$ cat src/rtl/core/lcg48_pkg.sv
// lcg48_pkg: request codes, register indexes and fixed widths of the
// 48-bit congruential generator; used by every module under rtl/core
`default_nettype none

package lcg48_pkg;

	// width of the configuration registers and of their write data
	localparam int CFG_W = 48;
	// multiplier digit taken per step-unit cycle
	localparam int MUL_DIGIT_W = 16;
	// widest single draw
	localparam int DRAW_W = 32;
	// magnitude bits of a positive bound, also the divider width
	localparam int BOUND_W = 31;
	// counter of rejected bounded draws
	localparam int TRIES_W = 10;
	localparam logic [TRIES_W-1:0] TRIES_LAST = '1;
	// significand window of the fraction normalizer (double precision)
	localparam int FRAC_W = 53;
	localparam int FLOAT_PAD = 29;
	localparam int SHIFT_W = 6;
	// exponent of a normalized value with no shifts applied
	localparam logic [7:0]  FLOAT_EXP_BASE  = 8'd126;
	localparam logic [10:0] DOUBLE_EXP_BASE = 11'd1022;
	// draw widths of the individual requests
	localparam logic [5:0] BITS_INT    = 6'd32;
	localparam logic [5:0] BITS_BOUND  = 6'd31;
	localparam logic [5:0] BITS_BOOL   = 6'd1;
	localparam logic [5:0] BITS_FLOAT  = 6'd24;
	localparam logic [5:0] BITS_DBL_HI = 6'd26;
	localparam logic [5:0] BITS_DBL_LO = 6'd27;

	typedef enum logic [2:0] {
		REQ_SET_SEED = 3'd0,
		REQ_INT      = 3'd1,
		REQ_BOUNDED  = 3'd2,
		REQ_LONG     = 3'd3,
		REQ_BOOL     = 3'd4,
		REQ_FLOAT    = 3'd5,
		REQ_DOUBLE   = 3'd6,
		REQ_RAW      = 3'd7
	} req_type_t;

	typedef enum logic [0:0] {
		CFG_MULTIPLIER = 1'b0,
		CFG_INCREMENT  = 1'b1
	} cfg_reg_t;

endpackage

`default_nettype wire

$ cat src/rtl/core/lcg48_step.sv
// lcg48_step: multi-cycle congruential step, seed * multiplier + increment
// modulo 2^SEED_WIDTH, one 16-bit multiplier digit per cycle; uses lcg48_pkg
`default_nettype none

module lcg48_step import lcg48_pkg::*; #(
	parameter int SEED_WIDTH = 48
) (
	input  wire logic                  clk,
	input  wire logic                  arst_n,
	input  wire logic                  start,
	input  wire logic [SEED_WIDTH-1:0] seed,
	input  wire logic [CFG_W-1:0]      mult,
	input  wire logic [CFG_W-1:0]      inc,
	output logic                       done,
	output logic [SEED_WIDTH-1:0]      next_seed
);

	localparam int DIGITS = CFG_W / MUL_DIGIT_W;
	localparam int CNT_W  = $clog2(DIGITS);

	logic                        busy_q;
	logic                        done_q;
	logic [CNT_W-1:0]            cnt_q;
	logic [SEED_WIDTH-1:0]       acc_q;
	logic [SEED_WIDTH-1:0]       seed_sh_q;
	logic [CFG_W-1:0]            mult_sh_q;
	logic [SEED_WIDTH+MUL_DIGIT_W-1:0] prod_full;

	// one partial product of the shifted seed and the current digit
	assign prod_full = seed_sh_q * mult_sh_q[MUL_DIGIT_W-1:0];

	// sequencing of the digit loop
	always_ff @(posedge clk or negedge arst_n) begin
		if (!arst_n) begin
			busy_q <= 1'b0;
			done_q <= 1'b0;
			cnt_q  <= '0;
		end else begin
			done_q <= 1'b0;
			if (start) begin
				busy_q <= 1'b1;
				cnt_q  <= '0;
			end else if (busy_q) begin
				cnt_q <= cnt_q + 1'b1;
				if (cnt_q == CNT_W'(DIGITS - 1)) begin
					busy_q <= 1'b0;
					done_q <= 1'b1;
				end
			end
		end
	end

	// accumulator and operand shifters
	always_ff @(posedge clk) begin
		if (start) begin
			acc_q     <= SEED_WIDTH'({16'b0, inc});
			seed_sh_q <= seed;
			mult_sh_q <= mult;
		end else if (busy_q) begin
			acc_q     <= acc_q + prod_full[SEED_WIDTH-1:0];
			seed_sh_q <= seed_sh_q << MUL_DIGIT_W;
			mult_sh_q <= mult_sh_q >> MUL_DIGIT_W;
		end
	end

	assign done      = done_q;
	assign next_seed = acc_q;

endmodule

`default_nettype wire

$ cat config.mk
export PLATFORM = sky130hd
export DESIGN_NAME = lcg48_step
export DESIGN_NICKNAME = d
export VERILOG_FILES = /design/src/rtl/core/lcg48_pkg.sv /design/src/rtl/core/lcg48_step.sv
export SDC_FILE = /design/constraint.sdc
export NUM_CORES = 2
export LEC_CHECK = 0
export CORE_UTILIZATION = 55
export CTS_CLUSTER_DIAMETER = 50
export DETAILED_ROUTE_END_ITERATION = 8
export DONT_BUFFER_PORTS = 1
export PLACE_DENSITY = 0.81
export SYNTH_ARGS = -nofsm -noshare
export SYNTH_HDL_FRONTEND = slang
export SYNTH_SLANG_ARGS = --single-unit
$ cat constraint.sdc
create_clock -name clk -period 7.42 [get_ports clk]
set_input_delay 0.371 -clock clk [delete_from_list [all_inputs] [get_ports clk]]
set_output_delay 0.371 -clock clk [all_outputs]
set_load 0.02 [all_outputs]
After elaboration in Yosys (flattened, before gate mapping)
Index checks and enable logic that the tools add are counted.
{"block": "word_totals", "input_bits": 147, "output_inout_bits": 49, "regBits": 148, "word_cells": 25}
{"block": "classes", "n_addsub": 2, "multipliers": 1, "n_reduce_logical": 1, "muxes": 14, "eq_ne": 1}
{"op": "$mux 48", "count": 6}
{"op": "$add 48x48->48", "count": 1}
{"op": "$mul 48x16->48", "count": 1}
{"op": "$mux 1", "count": 6}
{"op": "$mux 2", "count": 2}
{"op": "$add 2x1->2 const B", "count": 1}
{"op": "$eq 2x2->1 const B", "count": 1}
{"op": "$reduce_bool 2->1", "count": 1}

Longest topological paths before layout
{"block": "depth", "depth_word": 4, "mapped_depth": 24, "depth_no_buf": 22}

Least setup slack after synthesis
No wires, ideal clock.
{"block": "synth_timing", "path_type": "register to register", "from": "register mult_sh_q[1]", "to": "register acc_q[43], in the netlist next_seed[43], data pin", "setup_ns": 0.258, "path_slack_ns": 0.925, "stages_incl_launch_ff": 24, "required_ns": 7.162, "path_buffers": 2, "synth_period_minus_slack_ns": 6.495, "t_arrival_ns": 6.237, "path_cell_list": "edfxtp_1 > clkbuf_1 > clkbuf_1 > nand2_1 > fa_1 > inv_1 > fa_1 > inv_1 > fa_1 > inv_1 > fa_1 > fa_1 > inv_1 > fa_1 > inv_1 > ha_1 > and2_4 > a221o_1 > a221oi_4 > o2111ai_1 > and3b_1 > o21ai_1 > a2111o_1 > o221a_2"}
{"block": "synth_between", "elab_chain_cells": 4}
{"item": "from (decl)", "line_no": "lcg48_step.sv:26", "source": "logic [CFG_W-1:0] mult_sh_q;"}
{"item": "from (signal assigned)", "line_no": "lcg48_step.sv:58", "source": "mult_sh_q <= mult;"}
{"item": "from (signal assigned)", "line_no": "lcg48_step.sv:62", "source": "mult_sh_q <= mult_sh_q >> MUL_DIGIT_W;"}
{"item": "$mul 48x16->48", "line_no": "lcg48_step.sv:30", "source": "assign prod_full = seed_sh_q * mult_sh_q[MUL_DIGIT_W-1:0];"}
{"item": "$add 48x48->48", "line_no": "lcg48_step.sv:60", "source": "acc_q <= acc_q + prod_full[SEED_WIDTH-1:0];"}
{"item": "$mux 48", "line_no": "lcg48_step.sv:59", "source": "end else if (busy_q) begin"}
{"item": "$mux 48", "line_no": "lcg48_step.sv:55", "source": "if (start) begin"}
{"item": "to (signal assigned)", "line_no": "lcg48_step.sv:56", "source": "acc_q <= SEED_WIDTH'({16'b0, inc});"}
{"item": "to (signal assigned)", "line_no": "lcg48_step.sv:60"}
{"item": "to (decl)", "line_no": "lcg48_step.sv:24", "source": "logic [SEED_WIDTH-1:0] acc_q;"}
No other way between the ends. The select of a mux whose other input is x is not followed.
A chain may end at the register's enable or synchronous reset.

Final worst setup path
{"block": "layout_timing", "from": "register mult_sh_q[6]", "to": "register acc_q[43], in the netlist next_seed[43], data pin"}
Same word-level chain as after synthesis.

==> run_results.csv <==
group,metric,value,unit
detailed_routing,routed_wl,75.9,mm
setup_path,setup.worst_path.class,"flip-flop to flip-flop",
logic_synthesis,ys_seq_area_share,16.5,%
setup_path,cp-end-kind,"flip-flop",
timing,clock.fmax,0.139,GHz
layout,utilization,59.1,%
clocking,clk_path_buf_depth,2,
layout,area_growth,5.60,%
timing,finalSetupViolCount,0,
logic_synthesis,yosysWarningCount,0,
logic_synthesis,synth_fa_ha_area_share,46.8,%
setup_path,critPathSlowestCell,"edfxtp_1",
logic_synthesis,postSynthAreaPerCell,9.42,µm²
clocking,cts.repair.resized,0,
layout,final_common_cell,"inv_1",
setup_path,cp_num_buf_inv,7,
placed_design,dp_hpwl,59.1,mm
floorplanning,coreArea,47900,µm²
clocking,cts_buffers,17,
global_routing,grt_pass1_vias,21700,
global_routing,grt_max_degree,186,
timing,tns,0,ns
layout,final_cell_mix,"inv_1, fa_1, nand2_1",
setup_path,slowest_delay,0.81,ns
run_status,status,"completed",
worst_hold_path,min_path_type,"input port to flip-flop",
timing,worst_pin_slew,1.02,ns
floorplanning,die_w,223,µm
clocking,path_clk_slew,0.08,ns
detailed_routing,ant_nets,0,
timing,relSlewSlack,32.2,%
floorplanning,die_y,223,µm
logic_synthesis,synth_top_family_by_area,"adder cells",
setup_path,start_kind,"flip-flop",
placed_design,dp_cells,3398,
floorplanning,ios,196,
placed_design,port_buffers,0,
logic_synthesis,synth_flop_cell,"edfxtp_1",
clocking,cts_tree,"yes",
global_routing,grt_pass1_wl,120,mm
clocking,insertion_delay,0.47,ns
logic_synthesis,synth-compound-area-share,4.84,%
layout,fillers,3858,
logic_synthesis,synthSimpleGateAreaFrac,14.6,%
floorplanning,die_area,49700,µm²
timing,hold_viol,0,
global_routing,track_usage,32.1,%
layout,drive_gt1_share,6.78,%
detailed_routing,drt_iter0_drc,1777,
floorplanning,rows,80,
detailed_routing,via_per_inst,5.72,
setup_path,cp_top_family,"adder cells",
detailed_routing,vias,19700,
clocking,cts.htree.levels,4,
setup_path,worstPathCellList,"buf_12 > buf_4 > and2_1 > fa_1 > inv_1 > fa_1 > fa_1 > inv_1 > fa_1 > fa_1 > inv_1 > fa_1 > inv_1 > ha_1 > a21o_1 > a211oi_1 > and4_4 > or4_4 > and3b_1 > o21ai_1 > buf_4 > a2111o_1 > o221a_2",
floorplanning,initial_core_util,56.0,%
logic_synthesis,ys_ff_latch,148,
logic_synthesis,syn_inst,2851,
setup_path,cp_max_fo,17,
logic_synthesis,synth_mux_area_share,2.89,%
detailed_routing,drc_errors,0,
setup_path,worst_path_most_repeated_cell,"fa_1",
timing,fin_crit_sh,96.6,%
timing,rsz0062_at_grt,"false",
setup_path,arrival,7.39,ns
layout,layoutNonFillerInstCount,3440,
clocking,root_buffer,"clkbuf_16",
logic_synthesis,async_reset_ff_share,2.70,%
logic_synthesis,synth.distinct_cells,65,
global_routing,grt_antenna_before_repair,15,
logic_synthesis,synth_area,26800,µm²
timing,slew_violations,0,
detailed_routing,wl_per_cell,22.1,µm
detailed_routing,drt-pass1-iter-count,6,
layout,final_nets,3610,
run,maxCapViolations,0,
logic_synthesis,synth_enable_flop_cells,144,
clocking,clock-sinks,148,
placed_design,gp_congestion,0.985,
timing,finClkSkew,0.0169,ns
logic_synthesis,synth-xor-area-share,1.96,%
global_routing,overflow,0,
clocking,postCtsSetupBuffers,0,
setup_path,cp_data_required_time,7.64,ns
timing,fin_crit,7.17,ns
logic_synthesis,syn-num-nets,3657,
==> final cells by class <==
| cell class | instances | area (µm²) | share of cell area [%] |
|---|---|---|---|
| antenna | 8 | 20.0 | 0.0706 |
| clock buffer | 17 | 425 | 1.50 |
| clock inverter | 15 | 181 | 0.640 |
| inverter | 748 | 2810 | 9.90 |
| multi-input combinational | 1816 | 19100 | 67.3 |
| sequential | 148 | 4420 | 15.6 |
| tap | 615 | 769 | 2.71 |
| timing repair buffer | 73 | 628 | 2.22 |
==> logic make-up (layout without fill, tap and decap cells) <==
logic type                 Yosys count  count (layout)
other                                0               8
and+or+nand+nor                    837             837
muxes                               69              69
DFF                                148             148
xor gates and xnor gates            60              60
adders and majority gates          659             659
buffers and inverters              887             853
AOI/OAI and AO/OA                  191             191
==> synthesized netlist by cell type, drive strengths merged, types with 2 or more instances <==
library cell / instances / share of area [%]
inv: 747 / 10
a2111o: 3 / 0.13
a221oi: 5 / 0.28
nor3: 7 / 0.13
a311oi: 2 / 0.065
or4: 2 / 0.084
dfrtp: 4 / 0.37
nand2: 505 / 7.1
o221a: 2 / 0.084
and2: 251 / 5.9
nand3: 10 / 0.19
a221o: 2 / 0.075
clkbuf: 133 / 1.9
nor3b: 3 / 0.084
nand2b: 6 / 0.14
o211a: 3 / 0.11
nand4: 7 / 0.16
a31oi: 7 / 0.16
o2111ai: 5 / 0.16
o21a: 4 / 0.12
a21boi: 3 / 0.084
a2111oi: 2 / 0.070
edfxtp: 144 / 16
a21oi: 45 / 0.91
ha: 85 / 4.0
and3: 8 / 0.19
nor2b: 5 / 0.12
o211ai: 2 / 0.056
buf: 6 / 0.11
a211o: 5 / 0.16
o31ai: 7 / 0.21
xor2: 17 / 0.55
fa: 574 / 43
a211oi: 4 / 0.11
and4: 4 / 0.14
nor2: 25 / 0.35
mux2: 69 / 2.9
o21bai: 8 / 0.22
xnor2: 43 / 1.4
nand3b: 2 / 0.056
a21o: 21 / 0.59
o21ai: 55 / 1.1
==> layer usage <==
| metal | up-vias | global-route usage (%) | part of all wire (%) |
|---|---|---|---|
| met5 | - | 0 | 0.13 |
| met4 | 14 | 20.2 | 7.3 |
| met3 | 319 | 8.10 | 11 |
| met2 | 1218 | 52.2 | 47 |
| met1 | 9842 | 38.4 | 35 |
| li1 | 8269 | - | - |
==> worst paths after layout <==
kind	start	end	slack (ns)	depth (start not counted)
worst min-delay path	inc[21]	next_seed[21]$_DFFE_PP_	0.10	2
worst min register to register	cnt_q[1]$_DFFE_PN0P_	cnt_q[1]$_DFFE_PN0P_	0.54	2
worst max-delay path	mult_sh_q[6]$_DFFE_PP_	next_seed[43]$_DFFE_PP_	0.25	23
min in group asynchronous	arst_n	cnt_q[1]$_DFFE_PN0P_	0.18	1
worst max register to register	mult_sh_q[6]$_DFFE_PP_	next_seed[43]$_DFFE_PP_	0.25	23
max in group asynchronous	arst_n	done$_DFF_PN0_	7.07	1
==> per-stage QoR <==
| step | instance area (µm²) | worst slack [ns] | hold WS (ns) |
|---|---|---|---|
| after detailed placement | 27700 | 0.387 | 0.0755 |
| final | 28300 | 0.250 | 0.102 |
| after global placement | 27700 | 0.488 | 0.0755 |
| after global routing | 28300 | 0.00355 | 0.103 |
| after CTS | 28300 | 0.367 | 0.0968 |
| after floorplan | 26800 | 0.925 | 0.0754 |
==> timing repair <==
item / in CTS / in global routing
hold endpoints to repair: 6 / 0
hold buffers: 2 / 0
endpoints found under the setup margin: 0 / 0
==> flip-flops by register name, indices dropped and copies added (netlist names) <==
name       cells
cnt_q          2
seed_sh_q     48
busy_q         1
next_seed     48
done           1
mult_sh_q     48
Power is left out: the tool's default activity adds up to more than one toggle a clock period on the data nets, which glitch-free logic cannot reach.
