## src/rtl/core/lcg48_pkg.sv

```systemverilog
// lcg48_pkg: request codes, register indexes and fixed widths of the
// 48-bit congruential generator; used by every module under rtl/core
`default_nettype none

package lcg48_pkg;

	// width of the configuration registers and of their write data
	localparam int CFG_W = 48;
	// multiplier digit taken per step-unit cycle
	localparam int MUL_DIGIT_W = 16;
	// widest single draw
	localparam int DRAW_W = 32;
	// magnitude bits of a positive bound, also the divider width
	localparam int BOUND_W = 31;
	// counter of rejected bounded draws
	localparam int TRIES_W = 10;
	localparam logic [TRIES_W-1:0] TRIES_LAST = '1;
	// significand window of the fraction normalizer (double precision)
	localparam int FRAC_W = 53;
	localparam int FLOAT_PAD = 29;
	localparam int SHIFT_W = 6;
	// exponent of a normalized value with no shifts applied
	localparam logic [7:0]  FLOAT_EXP_BASE  = 8'd126;
	localparam logic [10:0] DOUBLE_EXP_BASE = 11'd1022;
	// draw widths of the individual requests
	localparam logic [5:0] BITS_INT    = 6'd32;
	localparam logic [5:0] BITS_BOUND  = 6'd31;
	localparam logic [5:0] BITS_BOOL   = 6'd1;
	localparam logic [5:0] BITS_FLOAT  = 6'd24;
	localparam logic [5:0] BITS_DBL_HI = 6'd26;
	localparam logic [5:0] BITS_DBL_LO = 6'd27;

	typedef enum logic [2:0] {
		REQ_SET_SEED = 3'd0,
		REQ_INT      = 3'd1,
		REQ_BOUNDED  = 3'd2,
		REQ_LONG     = 3'd3,
		REQ_BOOL     = 3'd4,
		REQ_FLOAT    = 3'd5,
		REQ_DOUBLE   = 3'd6,
		REQ_RAW      = 3'd7
	} req_type_t;

	typedef enum logic [0:0] {
		CFG_MULTIPLIER = 1'b0,
		CFG_INCREMENT  = 1'b1
	} cfg_reg_t;

endpackage

`default_nettype wire

```

## src/rtl/core/lcg48_div.sv

```systemverilog
// lcg48_div: restoring remainder unit for 31-bit operands, one quotient bit
// per cycle; uses lcg48_pkg
`default_nettype none

module lcg48_div import lcg48_pkg::*; (
	input  wire logic               clk,
	input  wire logic               arst_n,
	input  wire logic               start,
	input  wire logic [BOUND_W-1:0] dividend,
	input  wire logic [BOUND_W-1:0] divisor,
	output logic                    done,
	output logic [BOUND_W-1:0]      remainder
);

	localparam int CNT_W = $clog2(BOUND_W);

	logic               busy_q;
	logic               done_q;
	logic [CNT_W-1:0]   cnt_q;
	logic [BOUND_W-1:0] rem_q;
	logic [BOUND_W-1:0] dvd_q;
	logic [BOUND_W-1:0] dvs_q;
	logic [BOUND_W:0]   trial;
	logic [BOUND_W:0]   diff;
	logic               fits;

	// shift in the next dividend bit and try the subtraction
	assign trial = {rem_q, dvd_q[BOUND_W-1]};
	assign diff  = trial - {1'b0, dvs_q};
	assign fits  = trial >= {1'b0, dvs_q};

	always_ff @(posedge clk or negedge arst_n) begin
		if (!arst_n) begin
			busy_q <= 1'b0;
			done_q <= 1'b0;
			cnt_q  <= '0;
		end else begin
			done_q <= 1'b0;
			if (start) begin
				busy_q <= 1'b1;
				cnt_q  <= '0;
			end else if (busy_q) begin
				cnt_q <= cnt_q + 1'b1;
				if (cnt_q == CNT_W'(BOUND_W - 1)) begin
					busy_q <= 1'b0;
					done_q <= 1'b1;
				end
			end
		end
	end

	// partial remainder and dividend shifter
	always_ff @(posedge clk) begin
		if (start) begin
			rem_q <= '0;
			dvd_q <= dividend;
			dvs_q <= divisor;
		end else if (busy_q) begin
			rem_q <= fits ? diff[BOUND_W-1:0] : trial[BOUND_W-1:0];
			dvd_q <= dvd_q << 1;
		end
	end

	assign done      = done_q;
	assign remainder = rem_q;

endmodule

`default_nettype wire

```

## config.mk

```make
export PLATFORM = sky130hd
export DESIGN_NAME = lcg48_div
export DESIGN_NICKNAME = d
export VERILOG_FILES = /design/src/rtl/core/lcg48_pkg.sv /design/src/rtl/core/lcg48_div.sv
export SDC_FILE = /design/constraint.sdc
export NUM_CORES = 1
export LEC_CHECK = 0
export CORE_MARGIN = 2
export CORE_UTILIZATION = 23
export CTS_BUF_LIST = sky130_fd_sc_hd__clkbuf_8 sky130_fd_sc_hd__clkbuf_16
export DETAILED_ROUTE_END_ITERATION = 8
export DONT_BUFFER_PORTS = 1
export GPL_TIMING_DRIVEN = 0
export PLACE_DENSITY = 0.39
export SYNTH_ARGS = -nofsm -noshare
export SYNTH_HDL_FRONTEND = slang
export SYNTH_SLANG_ARGS = --single-unit
```

## constraint.sdc

```tcl
create_clock -name clk -period 2.9 [get_ports clk]
set_clock_uncertainty 0.2 [all_clocks]
set_input_delay 0.58 -clock clk [delete_from_list [all_inputs] [get_ports clk]]
set_output_delay 0.58 -clock clk [all_outputs]
set_load 0.02 [all_outputs]
```

Word level (Yosys, flattened, before mapping)
Cells that the tools add are included.
{"block": "word_totals", "reg_bits": 100, "input_bits": 65, "out_inout_bits": 32}
{"block": "op_classes", "addsub": 2, "order_cmp": 1, "eq_ne": 1, "n_mux": 11, "reduce_logical": 1}
{"cell": "$mux W31", "count": 3}
{"cell": "$ge A32 B31 Y1", "count": 1}
{"cell": "$sub A31 B31 Y31", "count": 1}
{"cell": "$mux W5", "count": 2}
{"cell": "$mux W1", "count": 6}
{"cell": "$add A5 B1 Y5 const B", "count": 1}
{"cell": "$eq A5 B5 Y1 const B", "count": 1}
{"cell": "$reduce_bool A2 Y1", "count": 1}

Logic depth before layout (Yosys ltp)
{"block": "logic_depth", "depth_word": 4, "mapped_depth": 13, "mapped_depth_nobuf": 11}

Least setup slack after synthesis
No wires, ideal clock.
{"block": "synth_timing", "path_type": "flip-flop to flip-flop", "start": "register rem_q[0], in the netlist remainder[0]", "end": "register rem_q[30], in the netlist remainder[30]", "setup_ps": 86, "arrival_time_ps": 2687, "t_required_ps": 2614, "slack_ps": -72, "stages_incl_launch_ff": 11, "path_buffers": 0, "period_less_slack_ps": 2972, "path_cell_list": "dfxtp_1 > inv_1 > fa_1 > nand2b_1 > a211oi_1 > o2111ai_1 > a211oi_1 > nor2_1 > o211ai_1 > mux2_2 > a211oi_1"}
{"block": "synth_between", "elab_chain_len": 2, "elab_cells_between_ends": 3, "classes_between": "add/sub (1); order compare (1); mux (1)"}
{"element": "start: declaration", "line": "lcg48_div.sv:20", "text": "logic [BOUND_W-1:0] rem_q;"}
{"element": "start signal: assignment", "line": "lcg48_div.sv:59", "text": "rem_q <= fits ? diff[BOUND_W-1:0] : trial[BOUND_W-1:0];"}
{"element": "$sub A31 B31 Y31 or $ge A32 B31 Y1 (tied branches)", "line": "lcg48_div.sv:29, lcg48_div.sv:30"}
{"element": "$mux W31 *", "line": "lcg48_div.sv:59"}
Every way passes the cells marked *; elsewhere a longest branch is shown, timed or not.
A chain may end at the register's enable or synchronous reset.

Worst setup path in the final report
{"block": "layout_timing", "start": "register dvs_q[0]", "end": "register rem_q[25], in the netlist remainder[25]"}
{"block": "layout_between", "elab_chain_len": 2, "elab_cells_between_ends": 3, "classes_between": "add/sub (1); order compare (1); mux (1)"}
{"element": "start: declaration", "line": "lcg48_div.sv:22", "text": "logic [BOUND_W-1:0] dvs_q;"}
{"element": "start signal: assignment", "line": "lcg48_div.sv:57", "text": "dvs_q <= divisor;"}
{"element": "$sub A31 B31 Y31 or $ge A32 B31 Y1 (tied branches)", "line": "lcg48_div.sv:29, lcg48_div.sv:30"}
{"element": "$mux W31 *", "line": "lcg48_div.sv:59"}
Marks and branches as above.

==> impl_metrics.env <==
export IMPL_worst_r2r_path_depth=12
export IMPL_synthDistinctLibCells=59
export IMPL_required_ps=2990
export IMPL_die_w_um=163
export IMPL_grt_pass1_wl_um=25800
export IMPL_seqCellArea_um2=2700
export IMPL_finalSetupViolCount=16
export IMPL_dieArea_um2=26600
export IMPL_p_sw_frac=0.266
export IMPL_syn_nets=685
export IMPL_rsz0062_at_grt="true"
export IMPL_syn_instance_count=586
export IMPL_cp_max_fo=5
export IMPL_stdcell_count=944
export IMPL_cts_buffers=9
export IMPL_dp_hpwl_um=12100
export IMPL_clock_path_buffers=2
export IMPL_ys_seq_area_frac=0.456
export IMPL_vias_per_cell=4.72
export IMPL_status="finished with violations"
export IMPL_die_y_um=163
export IMPL_worstMarginPinSlew_ps=744
export IMPL_layout_drive_gt1_share=0.278
export IMPL_pre_cts_ws_ps=-658
export IMPL_cts_root_buf="clkbuf_16"
export IMPL_timing_max_slew_rel_slack=0.502
export IMPL_h_tree_depth=3
export IMPL_multi_input_area_um2=3240
export IMPL_peakVddDrop_v=0.000251
export IMPL_clkSlewWorstSetupHoldPaths_ps=80
export IMPL_finalWorstSetupSlack_ps=-158
export IMPL_dpl_cell_count=916
export IMPL_synth_flop_cell="edfxtp_1"
export IMPL_cts_tree="built"
export IMPL_vias=4455
export IMPL_r2r_end="remainder[25]$_SDFFE_PP0P_"
export IMPL_arrival_ps=3140
export IMPL_track_usage=0.125
export IMPL_endpoint_kind="flip-flop"
export IMPL_grt_pass1_vias=4617
export IMPL_syn_avg_cell_area_um2=9.93
export IMPL_power_frac_comb=0.110
export IMPL_routed_top_layer="met5"
export IMPL_std_cell_rows=58
export IMPL_wl_met3_um=1370
export IMPL_period_share=1.05
export IMPL_synth_seq_cells=100
export IMPL_fin_nets=705
export IMPL_antenna_found_initial=8
export IMPL_worstSetupStartpoint="dvs_q[0]$_DFFE_PP_"
export IMPL_hp_class="primary input to flip-flop"
export IMPL_start_util=0.233
export IMPL_sequentialPowerShare=0.507
export IMPL_p_sw_mw=0.859
export IMPL_async_reset_ff_frac=0.0700
export IMPL_ios=97
export IMPL_drt_iter0_markers=194
export IMPL_slew_violations=0
export IMPL_cp_endpoint="remainder[25]$_SDFFE_PP0P_"
export IMPL_fin_area_um2=7220
export IMPL_violations="setup timing"
export IMPL_cp_start_kind="flip-flop"
export IMPL_n_fill_cell=2632
export IMPL_drc=0
export IMPL_dpl_cell_area_um2=6240
export IMPL_power_density_nw_per_um2=448
export IMPL_core_area_um2=25000
export IMPL_hold_slack_ps=110
export IMPL_p_int_mw=2.37
export IMPL_ant_nets=0
export IMPL_wl_met2_um=7900
export IMPL_port_buffers=0
export IMPL_wirelength_met1_um=7250
export IMPL_pwr_share_clk=0.383
export IMPL_max_cap_viol_count=0
export IMPL_path_class="flip-flop to flip-flop"
export IMPL_area_growth_syn_to_layout_pct=24.1
export IMPL_synth_area_um2=5820
export IMPL_yosysWarnings=0
export IMPL_finalHoldViolations=0
export IMPL_p_leak_nw=2.86
export IMPL_fin_crit_ps=3060
export IMPL_clock_sinks=100
export IMPL_route_detailed_wl_per_inst_um=17.8
export IMPL_grt_overflow=0
export IMPL_rrSetupSlack_ps=-160
export IMPL_synth_edf_count=62
export IMPL_r2r_start="dvs_q[0]$_DFFE_PP_"
export IMPL_fmax_mhz=327
export IMPL_place_gp_congestion=0.816
export IMPL_first_pass_iters=4
export IMPL_drt_total_wl_um=16800
export IMPL_grt_max_degree=33
export IMPL_worstSkewPairLatency_ps=360
cells in the final DEF (no fill, tap or decap), types with 5 or more instances in the layout:
cell,count
a211oi_1,20
a211oi_2,7
a21o_1,8
a21oi_1,32
a21oi_2,12
buf_12,5
buf_4,12
clkbuf_1,12
clkbuf_16,13
dfrtp_1,7
dfxtp_1,9
dfxtp_2,16
dfxtp_4,6
edfxtp_1,62
ha_1,18
ha_2,9
ha_4,6
inv_1,41
mux2_2,31
mux2i_1,8
nand2_1,31
nand2b_1,5
nand3_1,6
nand4_1,13
nor2_1,62
nor2_2,6
nor3_1,7
o211ai_1,7
o21ai_0,20
xnor2_1,14
xor2_1,10
kinds of logic after synthesis:
family | count (synthesis) | synth area share
and+or+nand+nor | 160 | 0.128
AOI/OAI and AO/OA | 149 | 0.169
DFF | 100 | 0.456
buffers and inverters | 76 | 0.0559
muxes | 42 | 0.0793
adders and majority gates | 34 | 0.0744
xor gates and xnor gates | 25 | 0.0376
how the worst min path moves through the flow:
stage / startpoint / to / cells after the start
5_1_grt: divisor[27] / dvs_q[27]$_DFFE_PP_ / 0
6_report: divisor[27] / dvs_q[27]$_DFFE_PP_ / 0
3_3_place_gp: arst_n / done$_DFF_PN0_ / 0
2_1_floorplan: arst_n / busy_q$_DFF_PN0_ / 0
4_1_cts: divisor[27] / dvs_q[27]$_DFFE_PP_ / 0
3_5_place_dp: arst_n / cnt_q[4]$_DFFE_PN0P_ / 0
cell usage after synthesis, types with 4 or more instances:
cell type / n / area share
nand3_1: 7 / 0.0060
xnor2_1: 15 / 0.023
xor2_1: 10 / 0.015
nand2_1: 34 / 0.022
inv_1: 42 / 0.027
buf_2: 4 / 0.0034
nand4_1: 13 / 0.014
clkbuf_1: 20 / 0.013
ha_1: 33 / 0.071
o21ai_0: 24 / 0.021
nor4_1: 5 / 0.0054
dfrtp_1: 7 / 0.030
nand2b_1: 6 / 0.0064
a211oi_1: 29 / 0.037
and3_1: 4 / 0.0043
mux2_2: 32 / 0.062
o211ai_1: 7 / 0.0090
and2_1: 4 / 0.0043
nor2_1: 68 / 0.044
nand3b_1: 4 / 0.0052
a21o_1: 8 / 0.010
edfxtp_1: 62 / 0.32
a21oi_1: 47 / 0.040
mux2i_1: 9 / 0.015
nor3_1: 7 / 0.0060
dfxtp_1: 31 / 0.11
power groups by stage:
stage                     combinational (mW)  sequential (mW)  clock [mW]
after floorplan                        0.244             1.66           0
after global placement                 0.302             1.67           0
after detailed placement               0.303             1.67           0
after CTS                              0.338             1.64        1.31
after global routing                   0.397             1.65        1.35
final                                  0.357             1.64        1.24
per-layer routing:
metal,vias to the layer above,global-route usage
met4,8,0.0322
met1,2133,0.148
met5,-,0
li1,2183,-
met2,108,0.209
met3,23,0.0541
registers in the layout, summed over array words and instances (netlist names):
| register | cells |
|---|---|
| dvs_q | 31 |
| busy_q | 1 |
| dvd_q | 31 |
| cnt_q | 5 |
| done | 1 |
| remainder | 31 |
worst max-delay path, stage by stage, from the launching register on:
cell	delay, ps
edfxtp_1	410
ha_2	220
fa_2	340
nand2b_4	160
a211oi_4	250
nor2_2	110
a221oi_4	320
a211oi_4	100
buf_4	160
buf_6	120
nand4b_1	170
and3_1	210
a211oi_2	200
per-stage QoR:
stage | util | total power, mW | setup TNS (ps)
finish | 0.289 | 3.23 | -757
global route | 0.288 | 3.40 | -4320
CTS | 0.273 | 3.29 | -2060
detailed placement | 0.249 | 1.98 | -17700
global placement | 0.249 | 1.98 | -15930
floorplan | - | 1.90 | -4.14
final cells by class:
class	count	share of cell area
well taps	330	0.0572
repair buffers	16	0.0272
plain buffers	27	0.0286
clock inverters	7	0.0109
multi-input cells	410	0.448
clock buffers	9	0.0312
flip-flops and latches	100	0.374
diodes	3	0.00104
inverters	42	0.0218
repair_timing:
action / in CTS / in global routing
resized for setup: 60 / 77
pin swaps: 10 / 25
buffers inserted: 6 / 4
endpoints found under the setup margin: 31 / 31
endpoints found under the hold margin: 7 / 0
hold buffers: 1 / 0
cloned: 1 / 4
Note: power is estimated with default switching activity, not from simulation.
